[src/rtl/fpd_pkg.sv]
`timescale 1ns / 1ps
// Shared constants and types of the framed packet deframer.
package fpd_pkg;

  localparam int unsigned NAME_BYTES_DEF = 32;
  localparam int unsigned HDR_BYTES      = 16;
  localparam int unsigned TAIL_BYTES     = 4;
  localparam int unsigned BEAT_BYTES     = HDR_BYTES + TAIL_BYTES;
  localparam int unsigned NUM_REGS       = 8;
  localparam int unsigned REG_IDX_W      = 3;
  localparam int unsigned HUNT_FULL      = 4;

  typedef enum logic [REG_IDX_W-1:0] {
    RegHead   = 3'd0,
    RegTail   = 3'd1,
    RegLogin1 = 3'd2,
    RegLogin2 = 3'd3,
    RegLogin3 = 3'd4,
    RegBeat   = 3'd5,
    RegInfo1  = 3'd6,
    RegInfo2  = 3'd7
  } reg_idx_e;

  typedef enum logic [2:0] {
    KindLogin1 = 3'd0,
    KindLogin2 = 3'd1,
    KindLogin3 = 3'd2,
    KindBeat   = 3'd3,
    KindInfo1  = 3'd4,
    KindInfo2  = 3'd5
  } kind_e;

  // outcome of replaying the seven bytes after a dropped head byte
  typedef struct packed {
    logic        hdr;
    logic [2:0]  cnt;
    logic [31:0] len;
    logic [31:0] win;
  } resync_t;

endpackage

[src/rtl/fpd_resync.sv]
`timescale 1ns / 1ps
// Re-hunt of the seven bytes after a dropped head byte on a negative length.
module fpd_resync import fpd_pkg::*; (
  input  logic [31:0] head_i,
  input  logic [31:0] len_i,
  output resync_t     res_o
);

  logic [31:0] win4, win5, win6;

  assign win4 = {len_i[7:0], head_i[31:8]};
  assign win5 = {len_i[15:0], head_i[31:16]};
  assign win6 = {len_i[23:0], head_i[31:24]};

  always_comb begin
    res_o.win = len_i;
    if (win4 == head_i) begin
      res_o.hdr = 1'b1;
      res_o.cnt = 3'd7;
      res_o.len = {len_i[31:8], 8'h00};
    end else if (win5 == head_i) begin
      res_o.hdr = 1'b1;
      res_o.cnt = 3'd6;
      res_o.len = {len_i[31:16], 16'h0000};
    end else if (win6 == head_i) begin
      res_o.hdr = 1'b1;
      res_o.cnt = 3'd5;
      res_o.len = {len_i[31:24], 24'h000000};
    end else if (len_i == head_i) begin
      res_o.hdr = 1'b1;
      res_o.cnt = 3'd4;
      res_o.len = '0;
    end else begin
      // window full of the length bytes, still hunting
      res_o.hdr = 1'b0;
      res_o.cnt = 3'd4;
      res_o.len = len_i;
    end
  end

endmodule

[config.mk]
export PLATFORM = sky130hd
export DESIGN_NAME = fpd_resync
export DESIGN_NICKNAME = d
export VERILOG_FILES = /design/src/rtl/fpd_pkg.sv /design/src/rtl/fpd_resync.sv
export SDC_FILE = /design/constraint.sdc
export NUM_CORES = 1
export LEC_CHECK = 0
export CELL_PAD_IN_SITES_DETAIL_PLACEMENT = 1
export CELL_PAD_IN_SITES_GLOBAL_PLACEMENT = 1
export CORE_MARGIN = 10
export CORE_UTILIZATION = 46
export DETAILED_ROUTE_END_ITERATION = 10
export DONT_BUFFER_PORTS = 1
export PLACE_DENSITY = 0.81
export SLEW_MARGIN = 20
export SYNTH_ARGS = -nofsm -noshare
export SYNTH_HDL_FRONTEND = slang
export SYNTH_SLANG_ARGS = --single-unit
[constraint.sdc]
create_clock -name vclk -period 3.26
set_input_delay 0.652 -clock vclk [all_inputs]
set_output_delay 0.652 -clock vclk [all_outputs]
set_load 0.05 [all_outputs]
==> reports/qor.txt <==
RePlAce Congestion - 0.906
# clk buffers - 0
Site Rows - 24
Clock power frac - 0%
Hold Vio Cnt, Final - 0
Slew Viols, Final - 0
Worst VDD drop - 0.0655 mV
First-pass GRT wire length - 11,500 um
Post-Route WL - 7710 um
Die area - 0.00749 mm^2
Ant diodes - 0
Sw Pwr - 0.164 mW
Sequential share of power - 0%
# IOs - 132
Synth top area cells - xnor2_1, xor2_1, buf_4, and2_1, nand4_1
Total area of sequential cells - 0 um^2
Worst-Margin Slew - 0.588 ns
Nets - 318
Hold_buf cts - 0
Core Region - 0.00432 mm^2
GRT Total Usage - 19.2%
HP Class - input pin to primary output
Sequential cell count - 0
Unrepaired setup endpoints after global routing - yes
Crit path max fanout - 9
Fraction of layout cells with a size suffix above 1 - 28.2%
Worst setup EP type - primary output
Fin crit share - 99.3%
Cells after DPL - 300
Routed len/inst - 25.4 um
Synth warn - 0
Leak - 0.884 nW
DRC errors left - 0
Crit path kind - input pin to primary output
Number of max-cap violations - 0
Drt first pass iters - 4
Placed cell areas - 0.00223 mm^2
IO Port Bufs - 0
Avg Synthesized Cell Area - 7.52 um^2
Fillcell total - 528
Synthesized area - 0.00204 mm^2
Critical path arrival - 2.59 ns
Vias - 1,802
Hpwl dp - 6520 um
Fin crit period - 3.24 ns
Largest net degree at the start of global routing - 10
Gate power share - 100.0%
Initial antenna violation count - 0
Post-synth top area share - 21.1%
Multi-input gate area - 0.00169 mm^2
Vias per cell - 5.93
Fin area - 0.00233 mm^2
Post-Syn Nets - 335
Post-route setup TNS - 0 ns
Synthesized netlist cell count - 271
CP Data Required Time - 2.61 ns
Non-Filler Instances - 304
Sequential share of the synthesized area - 0%
Initial Util - 47.1%
Pwr dens - 135 mW/mm^2
Die Ht - 86.5 um
FMAX - 309 MHz
Cell internal pwr - 0.150 mW
Antenna Nets Post-Route - 0
Leading area contributor after synthesis - xnor2_1
P&R area growth vs syn - 14.4%
Startpoint Class - input pin
Net Sw Frac - 52.2%
Setup Viol. Count Final - 0
Die span in x - 86.5 um
1st-iter DRT viols - 84
Commonest cells post-synth - xnor2_1, xor2_1, buf_4, and2_1, nand4_1
Number of global-route vias before repair - 1,910
Status - finished clean
Yosys cell types - 37
GR Overflow Total - 0
Cell with the most instances after synthesis - xnor2_1
Worst hold slack - 1.30 ns
Slew Limit Headroom - 60.6%
Fin util - 53.9%
-- timing repair --
action,in CTS,in global routing
gates resized for setup,0,20
pin swaps,1,2
setup buffers,2,2
setup endpoints to repair,8,16
-- per-stage QoR --
step | setup slack, ns | power [mW]
after floorplan | -0.116 | 0.356
after global placement | -0.0150 | 0.297
after detailed placement | -0.104 | 0.304
after CTS | 0.0181 | 0.306
after global routing | -0.0674 | 0.331
final | 0.0227 | 0.314
-- worst max-delay path, stage by stage --
cell and delay, ns:
or4_1 0.50, mux2i_1 0.20, nand4_1 0.18, nor4_4 0.29
buf_4 0.20, buf_4 0.12, nor4b_4 0.07, and2_1 0.21
buf_12 0.15
-- power groups by stage --
stage / Clock (mW) / Sequential, mW / Combinational (mW)
floorplan: 0 / 0 / 0.356
global placement: 0 / 0 / 0.297
detailed placement: 0 / 0 / 0.304
CTS: 0 / 0 / 0.306
global route: 0 / 0 / 0.331
finish: 0 / 0 / 0.314
-- final cells by class --
cell class         instances  area share, %
multi-input cells        208           72.4
inverters                  2          0.322
well taps                 52           2.79
repair buffers            42           24.5
-- worst paths after layout --
path | slack (ns) | cells after the start | start | to
setup / recovery | 0.02 | 9 | head_i[2] | res_o[36]
hold / removal | 1.30 | 0 | len_i[28] | res_o[28]
-- layout by cell type (no fill, tap or decap), types with 2 or more instances in the layout --
cell / netlist / layout
and2_1: 16 / 14
and2_4: 0 / 2
and3_1: 9 / 9
and4_1: 3 / 3
buf_12: 0 / 18
buf_4: 33 / 16
buf_6: 2 / 8
inv_1: 2 / 2
nand2_1: 2 / 2
nand3_1: 2 / 2
nand4_1: 16 / 16
nor2_1: 3 / 2
nor2b_2: 7 / 15
nor3_1: 10 / 10
nor4_1: 12 / 10
nor4_2: 2 / 4
o22ai_1: 4 / 4
or2_1: 2 / 2
xnor2_1: 49 / 49
xor2_1: 47 / 47
-- cells by family after synthesis --
| logic type | share of synthesized area (%) |
|---|---|
| AO/OA/AOI/OAI | 6.27 |
| multiplexers | 0.491 |
| AND/OR/NAND/NOR | 32.7 |
| buffers and inverters | 19.1 |
| XOR/XNOR | 41.3 |
| other | 0.184 |
-- layer usage --
layer,track usage [%],up-vias,wire [um]
li1,-,835,-
met1,21.2,849,2720
met2,33.6,108,3810
met3,8.44,10,1050
met4,2.95,0,121
met5,0,-,0
Note: power is estimated with default switching activity, not from simulation.
